[src/rtl/pcpr_pkg.sv]
// ----------------------------------------------------------------------------
// pcpr_pkg
// Shared types and constants for the pure color palette recolor block.
// ----------------------------------------------------------------------------
`timescale 1ns / 1ps

package pcpr_pkg;

    // palettes in R, G, Y, B, M, C, W order
    localparam int NUM_PALETTES = 7;
    localparam int NUM_CH       = 3;
    localparam int CH_W         = 8;
    localparam int LEN_W        = 5;
    localparam int SEL_W        = 3;
    localparam int IDX_W        = 4;
    localparam int FULL_SCALE   = 255;

    // apb register window
    localparam int PADDR_W = 5;
    localparam int PDATA_W = 32;

    // channel slots inside a packed color, red on top
    localparam int CH_RED   = 2;
    localparam int CH_GREEN = 1;
    localparam int CH_BLUE  = 0;

    typedef logic [NUM_CH-1:0][CH_W-1:0] t_rgb;

    typedef enum logic {
        MODE_RECOLOR = 1'b0,
        MODE_WRITE   = 1'b1
    } t_mode;

    // truncating x / 255 as (x + 1) * 257 >> 16, exact for x below 65280
    function automatic logic [CH_W-1:0] div_by_255(input logic [2*CH_W-1:0] x);
        logic [3*CH_W:0] y;
        y = (3*CH_W+1)'(x) + 1'b1;
        y = y + (y << CH_W);
        return y[3*CH_W-1:2*CH_W];
    endfunction

endpackage

[src/rtl/pure_color_palette_recolor.sv]
// ----------------------------------------------------------------------------
// pure_color_palette_recolor
// Seven stages (s1 to s7) separate an input transfer from its result.
// Throughput: one item per clock while the output is not stalled; the palette
// memory has one write and two read ports, so reads and writes never compete.
// A stalled output freezes all stages; the input stalls only then.
// Synchronous reset clears the stage valid bits and the length registers;
// palette memory is not cleared and holds garbage until written.
// ----------------------------------------------------------------------------
`timescale 1ns / 1ps

module pure_color_palette_recolor
    import pcpr_pkg::*;
#(
    parameter int PALETTE_DEPTH = 16
) (
    input  logic               i_clk,
    input  logic               i_rst_n,

    // configuration port
    input  logic               psel,
    input  logic               penable,
    input  logic               pwrite,
    input  logic [PADDR_W-1:0] paddr,
    input  logic [PDATA_W-1:0] pwdata,
    output logic [PDATA_W-1:0] prdata,
    output logic               pready,

    // input channel
    input  logic               i_valid,
    output logic               o_stall,
    input  logic               i_mode,
    input  logic [SEL_W-1:0]   i_palette_select,
    input  logic [IDX_W-1:0]   i_entry_index,
    input  logic [CH_W-1:0]    i_pixel_red,
    input  logic [CH_W-1:0]    i_pixel_green,
    input  logic [CH_W-1:0]    i_pixel_blue,

    // output channel
    output logic               o_valid,
    input  logic               i_stall,
    output logic [CH_W-1:0]    o_out_red,
    output logic [CH_W-1:0]    o_out_green,
    output logic [CH_W-1:0]    o_out_blue,
    output logic               o_was_dyed
);

    localparam int MEM_DEPTH = NUM_PALETTES * PALETTE_DEPTH;
    localparam int AW        = $clog2(MEM_DEPTH);
    localparam int SEG_W     = LEN_W;
    localparam int P_W       = CH_W + LEN_W;
    localparam int SUM_W     = 2 * CH_W;
    localparam int RIDX_W    = PADDR_W - 2;

    // ------------------------------------------------------------------
    // configuration registers
    // ------------------------------------------------------------------
    logic [LEN_W-1:0]  r_pal_len [NUM_PALETTES];
    logic [RIDX_W-1:0] w_reg_idx;
    logic              w_reg_hit;
    logic              w_cfg_wr;

    assign w_reg_idx = paddr[PADDR_W-1:2];
    assign w_reg_hit = (32'(w_reg_idx) < NUM_PALETTES);
    assign w_cfg_wr  = psel && penable && pwrite;
    assign pready    = 1'b1;
    assign prdata    = w_reg_hit ? PDATA_W'(r_pal_len[w_reg_idx]) : '0;

    always_ff @(posedge i_clk) begin
        if (!i_rst_n) begin
            for (int k = 0; k < NUM_PALETTES; k++) begin
                r_pal_len[k] <= '0;
            end
        end else if (w_cfg_wr && w_reg_hit) begin
            r_pal_len[w_reg_idx] <= pwdata[LEN_W-1:0];
        end
    end

    // ------------------------------------------------------------------
    // pipeline enable and handshake
    // ------------------------------------------------------------------
    logic w_adv;
    logic w_accept;

    logic r_s1_res, r_s2_res, r_s3_res, r_s4_res, r_s5_res, r_s6_res, r_s7_res;
    logic r_s1_wr, r_s2_wr, r_s3_wr;

    assign w_adv    = !(r_s7_res && i_stall);
    assign o_stall  = !w_adv;
    assign w_accept = i_valid && w_adv;
    assign o_valid  = r_s7_res;

    // ------------------------------------------------------------------
    // stage 1: classify pixel, pick palette and length
    // ------------------------------------------------------------------
    t_rgb             w_col;
    logic [CH_W-1:0]  w_max, w_min;
    logic [CH_W+1:0]  w_sum;
    logic             w_pure;
    logic [SEL_W-1:0] w_pal;
    logic [LEN_W-1:0] w_len_raw, w_len;
    logic             n_dye;
    logic             n_wr_en;
    logic [AW-1:0]    n_base, n_wr_addr;

    always_comb begin
        w_col[CH_RED]   = i_pixel_red;
        w_col[CH_GREEN] = i_pixel_green;
        w_col[CH_BLUE]  = i_pixel_blue;

        w_max = i_pixel_red;
        if (i_pixel_green > w_max) w_max = i_pixel_green;
        if (i_pixel_blue > w_max)  w_max = i_pixel_blue;
        w_min = i_pixel_red;
        if (i_pixel_green < w_min) w_min = i_pixel_green;
        if (i_pixel_blue < w_min)  w_min = i_pixel_blue;
        w_sum = (CH_W+2)'(i_pixel_red) + (CH_W+2)'(i_pixel_green)
              + (CH_W+2)'(i_pixel_blue);

        // gray, or all nonzero channels equal
        w_pure = (w_min == w_max) ||
                 ((w_min == '0) && ((w_sum == (CH_W+2)'(w_max)) ||
                                    (w_sum == ((CH_W+2)'(w_max) << 1))));

        w_pal = {i_pixel_blue != '0, i_pixel_green != '0, i_pixel_red != '0}
              - SEL_W'(1);
        w_len_raw = (32'(w_pal) < NUM_PALETTES) ? r_pal_len[w_pal] : '0;
        w_len = (32'(w_len_raw) > PALETTE_DEPTH) ? LEN_W'(PALETTE_DEPTH) : w_len_raw;

        n_dye  = (w_max != '0) && w_pure && (w_len != '0);
        n_base = AW'(32'(w_pal) * PALETTE_DEPTH);

        n_wr_en   = (i_mode == MODE_WRITE) &&
                    (32'(i_palette_select) < NUM_PALETTES) &&
                    (32'(i_entry_index) < PALETTE_DEPTH);
        n_wr_addr = AW'(32'(i_palette_select) * PALETTE_DEPTH + 32'(i_entry_index));
    end

    // ------------------------------------------------------------------
    // stage 3 logic: segment and fraction, p / 255 and p % 255
    // ------------------------------------------------------------------
    logic [P_W-1:0]   r_s2_p;
    logic [CH_W-1:0]  w_q8;
    logic [SEG_W-1:0] w_seg;
    logic [P_W:0]     w_tx;
    logic [CH_W-1:0]  w_t;
    logic [SEG_W-1:0] n_hi_seg, n_lo_seg;
    logic             n_lo_black;

    always_comb begin
        w_q8  = div_by_255(SUM_W'(r_s2_p));
        w_seg = w_q8[SEG_W-1:0];
        w_tx  = (P_W+1)'(r_s2_p) - ((P_W+1)'(w_seg) << CH_W) + (P_W+1)'(w_seg);
        w_t   = w_tx[CH_W-1:0];
        // exact hit reads entry seg-1 on both sides
        n_lo_seg   = w_seg - SEG_W'(1);
        n_hi_seg   = (w_t == '0) ? n_lo_seg : w_seg;
        n_lo_black = (w_seg == '0);
    end

    // ------------------------------------------------------------------
    // stage 4: palette memory, write and read in the same stage
    // ------------------------------------------------------------------
    t_rgb             r_mem [MEM_DEPTH];
    logic [AW-1:0]    r_s3_base, r_s3_wr_addr;
    logic [SEG_W-1:0] r_s3_hi_seg, r_s3_lo_seg;
    t_rgb             r_s3_col;
    logic [AW-1:0]    w_hi_addr, w_lo_addr;
    t_rgb             r_s4_hi, r_s4_lo;

    assign w_hi_addr = r_s3_base + AW'(r_s3_hi_seg);
    assign w_lo_addr = r_s3_base + AW'(r_s3_lo_seg);

    always_ff @(posedge i_clk) begin
        if (w_adv) begin
            if (r_s3_wr) begin
                r_mem[r_s3_wr_addr] <= r_s3_col;
            end
            r_s4_hi <= r_mem[w_hi_addr];
            r_s4_lo <= r_mem[w_lo_addr];
        end
    end

    // ------------------------------------------------------------------
    // stage 5 logic: weights, black below the first entry
    // ------------------------------------------------------------------
    logic [CH_W-1:0] r_s4_t;
    logic            r_s4_lo_black;
    t_rgb            w_lo;
    logic [CH_W-1:0] w_lo_w;

    assign w_lo   = r_s4_lo_black ? '0 : r_s4_lo;
    assign w_lo_w = CH_W'(FULL_SCALE) - r_s4_t;

    // ------------------------------------------------------------------
    // valid bits
    // ------------------------------------------------------------------
    always_ff @(posedge i_clk) begin
        if (!i_rst_n) begin
            r_s1_res <= 1'b0;
            r_s2_res <= 1'b0;
            r_s3_res <= 1'b0;
            r_s4_res <= 1'b0;
            r_s5_res <= 1'b0;
            r_s6_res <= 1'b0;
            r_s7_res <= 1'b0;
            r_s1_wr  <= 1'b0;
            r_s2_wr  <= 1'b0;
            r_s3_wr  <= 1'b0;
        end else if (w_adv) begin
            r_s1_res <= w_accept && (i_mode == MODE_RECOLOR);
            r_s1_wr  <= w_accept && n_wr_en;
            r_s2_res <= r_s1_res;
            r_s2_wr  <= r_s1_wr;
            r_s3_res <= r_s2_res;
            r_s3_wr  <= r_s2_wr;
            r_s4_res <= r_s3_res;
            r_s5_res <= r_s4_res;
            r_s6_res <= r_s5_res;
            r_s7_res <= r_s6_res;
        end
    end

    // ------------------------------------------------------------------
    // payload stages
    // ------------------------------------------------------------------
    t_rgb             r_s1_col, r_s2_col, r_s4_col, r_s5_col, r_s6_col, r_s7_col;
    logic             r_s1_dye, r_s2_dye, r_s3_dye, r_s4_dye, r_s5_dye, r_s6_dye;
    logic             r_s7_dye;
    logic [AW-1:0]    r_s1_base, r_s2_base, r_s1_wr_addr, r_s2_wr_addr;
    logic [CH_W-1:0]  r_s1_max;
    logic [LEN_W-1:0] r_s1_len;
    logic [CH_W-1:0]  r_s3_t;
    logic             r_s3_lo_black;
    logic [SUM_W-1:0] r_s5_lo_prod [NUM_CH];
    logic [SUM_W-1:0] r_s5_hi_prod [NUM_CH];
    logic [SUM_W-1:0] r_s6_sum     [NUM_CH];

    always_ff @(posedge i_clk) begin
        if (w_adv) begin
            // stage 1
            r_s1_col     <= w_col;
            r_s1_dye     <= n_dye;
            r_s1_base    <= n_base;
            r_s1_wr_addr <= n_wr_addr;
            r_s1_max     <= w_max;
            r_s1_len     <= w_len;

            // stage 2: intensity times length
            r_s2_col     <= r_s1_col;
            r_s2_dye     <= r_s1_dye;
            r_s2_base    <= r_s1_base;
            r_s2_wr_addr <= r_s1_wr_addr;
            r_s2_p       <= P_W'(r_s1_max) * P_W'(r_s1_len);

            // stage 3: segment indexes and fraction
            r_s3_col      <= r_s2_col;
            r_s3_dye      <= r_s2_dye;
            r_s3_base     <= r_s2_base;
            r_s3_wr_addr  <= r_s2_wr_addr;
            r_s3_t        <= w_t;
            r_s3_hi_seg   <= n_hi_seg;
            r_s3_lo_seg   <= n_lo_seg;
            r_s3_lo_black <= n_lo_black;

            // stage 4: memory read data lands alongside
            r_s4_col      <= r_s3_col;
            r_s4_dye      <= r_s3_dye;
            r_s4_t        <= r_s3_t;
            r_s4_lo_black <= r_s3_lo_black;

            // stage 5: weighted products
            r_s5_col <= r_s4_col;
            r_s5_dye <= r_s4_dye;
            for (int ch = 0; ch < NUM_CH; ch++) begin
                r_s5_lo_prod[ch] <= SUM_W'(w_lo_w) * SUM_W'(w_lo[ch]);
                r_s5_hi_prod[ch] <= SUM_W'(r_s4_t) * SUM_W'(r_s4_hi[ch]);
            end

            // stage 6: blend sums
            r_s6_col <= r_s5_col;
            r_s6_dye <= r_s5_dye;
            for (int ch = 0; ch < NUM_CH; ch++) begin
                r_s6_sum[ch] <= r_s5_lo_prod[ch] + r_s5_hi_prod[ch];
            end

            // stage 7: divide by full scale, pass-through otherwise
            r_s7_dye <= r_s6_dye;
            for (int ch = 0; ch < NUM_CH; ch++) begin
                r_s7_col[ch] <= r_s6_dye ? div_by_255(r_s6_sum[ch]) : r_s6_col[ch];
            end
        end
    end

    assign o_out_red   = r_s7_col[CH_RED];
    assign o_out_green = r_s7_col[CH_GREEN];
    assign o_out_blue  = r_s7_col[CH_BLUE];
    assign o_was_dyed  = r_s7_dye;

endmodule

[config.mk]
export PLATFORM = sky130hd
export DESIGN_NAME = pure_color_palette_recolor
export DESIGN_NICKNAME = d
export VERILOG_FILES = /design/src/rtl/pcpr_pkg.sv /design/src/rtl/pure_color_palette_recolor.sv
export SDC_FILE = /design/constraint.sdc
export NUM_CORES = 2
export LEC_CHECK = 0
export BUFFER_PORTS_ARGS = -buffer_cell sky130_fd_sc_hd__buf_2
export CORE_MARGIN = 3
export CORE_UTILIZATION = 50
export DETAILED_ROUTE_END_ITERATION = 10
export PLACE_DENSITY = 0.64
export RECOVER_POWER = 25
export SLEW_MARGIN = 20
export SYNTH_ARGS = -nofsm -noshare
export SYNTH_HDL_FRONTEND = slang
export SYNTH_SLANG_ARGS = --single-unit
[constraint.sdc]
create_clock -name i_clk -period 16.6 [get_ports i_clk]
set_input_delay 0.83 -clock i_clk [delete_from_list [all_inputs] [get_ports i_clk]]
set_output_delay 0.83 -clock i_clk [all_outputs]
set_load 0.005 [all_outputs]
-- Yosys cells after proc, flatten, opt, wreduce, memory -nomap -nowiden
Memory sizes are Yosys's and may differ from the RTL's. A register that Yosys moved wholly into a read port is not among the register bits.
Cells that the tools add are included.
- register bits: 269
- bits in writable memories: 2867
- input port bits: 76
- output and inout port bits: 60
- logic and storage cells: 146
- memories: 5
- add/sub/neg operators: 21
- multiply operators: 7
- order comparisons: 8
- equal/unequal tests: 3
- mux-type cells: 23
- bitwise operators: 1
- reduce and logical (&&, ||, !) cells: 25
- memory list (name ; depth ; width ; read ports ; clocked after memory_dff ; wr ports ; RTL line ; text):
    r_mem ; 112 ; 24 ; 2 ; 2 ; 1 ; pure_color_palette_recolor.sv:164 ; t_rgb r_mem [MEM_DEPTH];
    r_s5_hi_prod ; 3 ; 16 ; 3 ; 0 ; 3 ; pure_color_palette_recolor.sv:236 ; logic [SUM_W-1:0] r_s5_hi_prod [NUM_CH];
    r_s5_lo_prod ; 3 ; 16 ; 3 ; 0 ; 3 ; pure_color_palette_recolor.sv:235 ; logic [SUM_W-1:0] r_s5_lo_prod [NUM_CH];
    r_s6_sum ; 3 ; 16 ; 3 ; 0 ; 3 ; pure_color_palette_recolor.sv:237 ; logic [SUM_W-1:0] r_s6_sum [NUM_CH];
    r_pal_len ; 7 ; 5 ; 2 ; 0 ; 7 ; pure_color_palette_recolor.sv:58 ; logic [LEN_W-1:0] r_pal_len [NUM_PALETTES];
- operator list (operator ; number):
    $mul A8 B8 Y16 ; 6
    $add A17 B24 Y24 ; 3
    $mux W8 ; 7
    $add A16 B1 Y17 const B ; 3
    $add A16 B16 Y16 ; 3
    $reduce_bool A8 Y1 ; 4
    $mux W5 ; 5
    $mux W24 ; 1
    $add A14 B21 Y21 ; 1
    $gt A8 B8 Y1 ; 2
    $logic_not A8 Y1 ; 2
    $lt A8 B8 Y1 ; 2
    $add A13 B1 Y14 const B ; 1
    $add A7 B5 Y7 ; 2
    $mul A8 B5 Y13 ; 1
    $logic_and A1 B1 Y1 ; 11
    $add A9 B8 Y10 ; 1
    $eq A10 B8 Y1 ; 1
    $eq A10 B9 Y1 ; 1
    $add A8 B8 Y9 ; 1
    $lt A3 B3 Y1 const B ; 3
    $mux W1 ; 9
    $add A8 B5 Y8 ; 1
    $eq A8 B8 Y1 ; 1
    other kinds (13) ; 16

-- Longest topological paths before layout
- depth after elaboration: 10
- depth in mapped cells: 26

-- Worst setup path before layout
Ideal clock, no wire load.
- kind: input-to-reg
- start point: input port i_stall
- end point: register r_s7_col (netlist bit o_out_blue[0]) (enable)
- library setup time: 0.992 ns
- data arrival time: 13.265 ns
- data required time: 15.608 ns
- path slack: 2.342 ns
- cell stages on the path: 2
- buffers on the path: 1
- path through: nand2_1 > clkbuf_1
- cells in the longest elaborated chain, start to end: 1
- RTL lines (what ; RTL line ; text):
    start, declared ; pure_color_palette_recolor.sv:41 ; input logic i_stall,
    $logic_and A1 B1 Y1 ; pure_color_palette_recolor.sv:88 ; assign w_adv = !(r_s7_res && i_stall);
    end signal, assigned by index ; pure_color_palette_recolor.sv:290 ; r_s7_col[ch] <= r_s6_dye ? div_by_255(r_s6_sum[ch]) : r_s6_col[ch];
    end, declared ; pure_color_palette_recolor.sv:227 ; t_rgb r_s1_col, r_s2_col, r_s4_col, r_s5_col, r_s6_col, r_s7_col;
No other way between the ends.
A chain may end at the register's enable or synchronous reset.

==> run summary <==
The half-perimeter wire length after placement is 270,000 um. TritonCTS built the clock tree. The sort of element at the start of the critical path is a flip-flop. The worst-case clock buffer depth came out at 4. The path class of the tightest hold or removal check is in2reg. The run finished, with violations left. The final cell count without fillers is 13,100. The instance area at placement is 166,000 um2. The endpoint required time on the critical path is 17,280 ps. The maximum fanout along the worst path is 48. Clock-pin slew was measured on the worst setup and hold paths at 60 ps. The initial antenna violation count is 33. The completed layout was analyzed and its total power is 23.0 mW.

The total overflow reported by the global router is 0. The clock skew after layout is 62.3 ps. Following the worst setup path forward leads to its endpoint at r_s5_lo_prod[0][13]. The number of vias in the routed layout is 87,900.

The count of nets left with antenna violations once routing finished came out at 0. The number of cells in the design after placement is 12,400. The critical path starts at r_s4_t[0]. VDD sags by at most 0.000120 V. The final hold violation count came to 0. The share of post-route cells with drive strength above 1 is 30.7%. The maximum number of pins on one net before global-route repair is 173. The analysis attributes to net switching a power of 6.80 mW. The areal power density over the cells is 130 nW/um2. In the layout the commonest cells are sky130_fd_sc_hd__edfxtp_1 (3,169), sky130_fd_sc_hd__mux4_2 (1,724), sky130_fd_sc_hd__inv_1 (400).

The maximum level of the CTS H-tree is 5. Final hold analysis gives a worst-case slack of 172 ps. The clock reaches the later pin of the worst-skew pair after 950 ps.

The number of buffers inserted by hold repair at cts is 0. The width of the chip came out at 571 um. Setup repair after global routing left no endpoint under its margin.

The final critical delay including setup and external delays is 6880 ps. The total clock buffers created by CTS came out at 345. The post-synthesis async set-or-reset flop share is 0%. The logic gate share of total power came out at 26.5%. The most used flip-flop cell after synthesis is sky130_fd_sc_hd__edfxtp_1. The highest achievable clock rate came out at 145 MHz.

The pre-CTS setup slack came out at 10,170 ps. The actual slew at the worst max-slew pin came out at 5220 ps. The clock share of power is 33.0%. The per-cell via count in the routed design came out at 6.72. The final reports fail on capacitance limit, slew limit. During synthesis, Yosys emitted a total of 0 warnings. The net total in the final layout is 9,313.

The endpoint type of the worst setup path is a flip-flop. The synthesis-stage register bit count is 3,184. The max-slew violation count is 1,621. The I/O pin total came out at 136. In this run the critical register-to-register path is launched from r_s4_t[0]. Row generation in the floorplan step produced 206 rows. The number of maximum-capacitance violations came out at 29. The area of the die came out at 326,000 um2. The period utilization came out at 41.4%. The switching part of the total is 29.5%. The worst register-to-register path has a setup slack of 9720 ps. The cell sitting at the root of the clock tree is a sky130_fd_sc_hd__clkbuf_16. The total global-route track usage is 28.7%. The internal portion of the total power is 16.2 mW. The part of the total power dissipated in sequential elements is 40.5%. The quantity of gates resized following cts is 0. The final design utilization is 56.0%. The final cell area excluding filler cells is 177,000 um2. The count of flip-flops with a built-in enable after synthesis came out at 3,169.

The number of clock sinks seen by CTS is 3,184. The summed negative setup slack over all endpoints is 0 ps. The final routed wirelength across all metal layers is 464,000 um. The count of mapped cells out of synthesis is 8,441. Input and output buffers added on the ports amount to 78. The region available for standard cell placement spans 316,000 um2. The pre-antenna-repair detailed-routing pass consisted of 8 iterations. The first global-routing pass estimated 660,000 um of wire. At the worst endpoint, the arrival time is 7560 ps. The post-synthesis area per instance came out at 18.9 um2. The sequential share of the synthesized area came out at 59.8%. The number of global-route vias before repair is 90,000. The post-synthesis cell area came out at 160,000 um2.

The post-route DRC violation count came out at 0. The endpoint identified for the worst register-to-register timing path is r_s5_lo_prod[0][13]. In this run the tightest slew margin relative to its limit is -248%. The relative area change from synthesis to final layout is 11.0%. Synthesis instantiated 77 different standard cells from the library. The wire length per cell after detailed routing is 35.4 um. The leading cell type in the layout, fill and taps excluded is sky130_fd_sc_hd__edfxtp_1. Counting cells, the worst reg-to-reg path comes to 18. The post-route worst setup slack is 9720 ps.

The number of setup buffers added after CTS came out at 0. The routability-driven placement congestion ratio came out at 0.831. The initial core utilization is 50.5%. The detailed router's first-iteration violation count came out at 12,600.

In this run the static leakage power is 61.3 nW. The setup path with the least slack is of type reg2reg. The number of failing setup endpoints in the final timing report is 0. From bottom edge to top edge, the die measures 571 um.
-- worst min path at each step --
stage | end | cells after the start | startpoint | slack [ps]
2_1_floorplan | r_s2_base[4] | 0 | r_s1_base[4] | 400
3_3_place_gp | r_s2_col[16] | 0 | r_s1_col[16] | 400
3_5_place_dp | r_s4_lo_black | 0 | r_s3_lo_black | 400
4_1_cts | r_s1_wr_addr[2] | 1 | i_entry_index[2] | 80
5_1_grt | r_s1_wr_addr[2] | 1 | i_entry_index[2] | 140
6_report | r_s1_wr_addr[2] | 1 | i_entry_index[2] | 170
-- cells in the mapped netlist, types with 89 or more instances --
library cell / n / area, um2
sky130_fd_sc_hd__a21oi_1: 145 / 726
sky130_fd_sc_hd__and2_1: 154 / 963
sky130_fd_sc_hd__buf_2: 158 / 791
sky130_fd_sc_hd__clkbuf_1: 290 / 1090
sky130_fd_sc_hd__edfxtp_1: 3169 / 95200
sky130_fd_sc_hd__fa_1: 247 / 4940
sky130_fd_sc_hd__ha_1: 356 / 4450
sky130_fd_sc_hd__inv_1: 400 / 1500
sky130_fd_sc_hd__mux2i_1: 89 / 891
sky130_fd_sc_hd__mux4_2: 1724 / 38800
sky130_fd_sc_hd__nand2_1: 260 / 976
sky130_fd_sc_hd__nor2_1: 400 / 1500
sky130_fd_sc_hd__o21ai_0: 98 / 490
sky130_fd_sc_hd__xnor2_1: 169 / 1480
-- registers in the layout, indices dropped and copies added (netlist names), 13 cells and up --
name and cells:
r_mem 2688, r_s5_hi_prod 48, r_s5_lo_prod 48, r_s6_sum 48, r_pal_len 35, r_s1_col 24, r_s2_col 24, r_s3_col 24
r_s4_col 24, r_s4_hi 24, r_s4_lo 24, r_s5_col 24, r_s6_col 24, r_s2_p 13
-- kinds of logic after synthesis --
logic type      synth area share (%)
flops                           59.8
xor+xnor                        1.16
buf+inv                         2.36
simple gates                    3.66
compound gates                  1.78
mux                             25.3
fa+ha+maj                       5.89
other cells                  0.00471
-- cell type report --
class                   instances  area (um2)
well taps                    4160        5200
fillers                     23600      139000
clock inverters               207        2020
diodes                         13        32.5
repair buffers                338        2520
flip-flops and latches       3184       95500
inverters                     401        1510
clock buffers                 419        9040
multi-input cells            4364       61400
-- layer usage --
metal,wire length [um],track usage [%],vias up
met4,22700,12.2,6
met3,49200,6.18,964
met5,39,0,-
li1,-,-,35000
met1,173000,39.4,46900
met2,219000,44.7,5012
-- worst max-delay path, cell delays in order (launching register included) --
cell	delay [ps]
sky130_fd_sc_hd__edfxtp_1	320
sky130_fd_sc_hd__clkbuf_1	1960
sky130_fd_sc_hd__nand2b_1	290
sky130_fd_sc_hd__fa_1	450
sky130_fd_sc_hd__fa_1	500
sky130_fd_sc_hd__inv_1	50
sky130_fd_sc_hd__fa_1	470
sky130_fd_sc_hd__inv_1	50
sky130_fd_sc_hd__fa_1	470
sky130_fd_sc_hd__inv_1	40
sky130_fd_sc_hd__ha_1	300
sky130_fd_sc_hd__a21boi_0	250
sky130_fd_sc_hd__o21ai_0	150
sky130_fd_sc_hd__a21boi_0	270
sky130_fd_sc_hd__o21ai_0	140
sky130_fd_sc_hd__a21boi_0	280
sky130_fd_sc_hd__o21ai_0	150
sky130_fd_sc_hd__nor2b_1	160
sky130_fd_sc_hd__xnor2_1	280
-- power by group through the flow --
stage | sequential [mW] | clock, mW | combinational (mW)
5_1_grt | 9.34 | 8.06 | 6.43
2_1_floorplan | 9.43 | 0 | 4.12
4_1_cts | 9.31 | 7.72 | 6.10
3_5_place_dp | 9.48 | 0 | 6.08
6_report | 9.32 | 7.61 | 6.09
3_3_place_gp | 9.47 | 0 | 6.06
No activity file was read; power rests on OpenSTA's default activity.
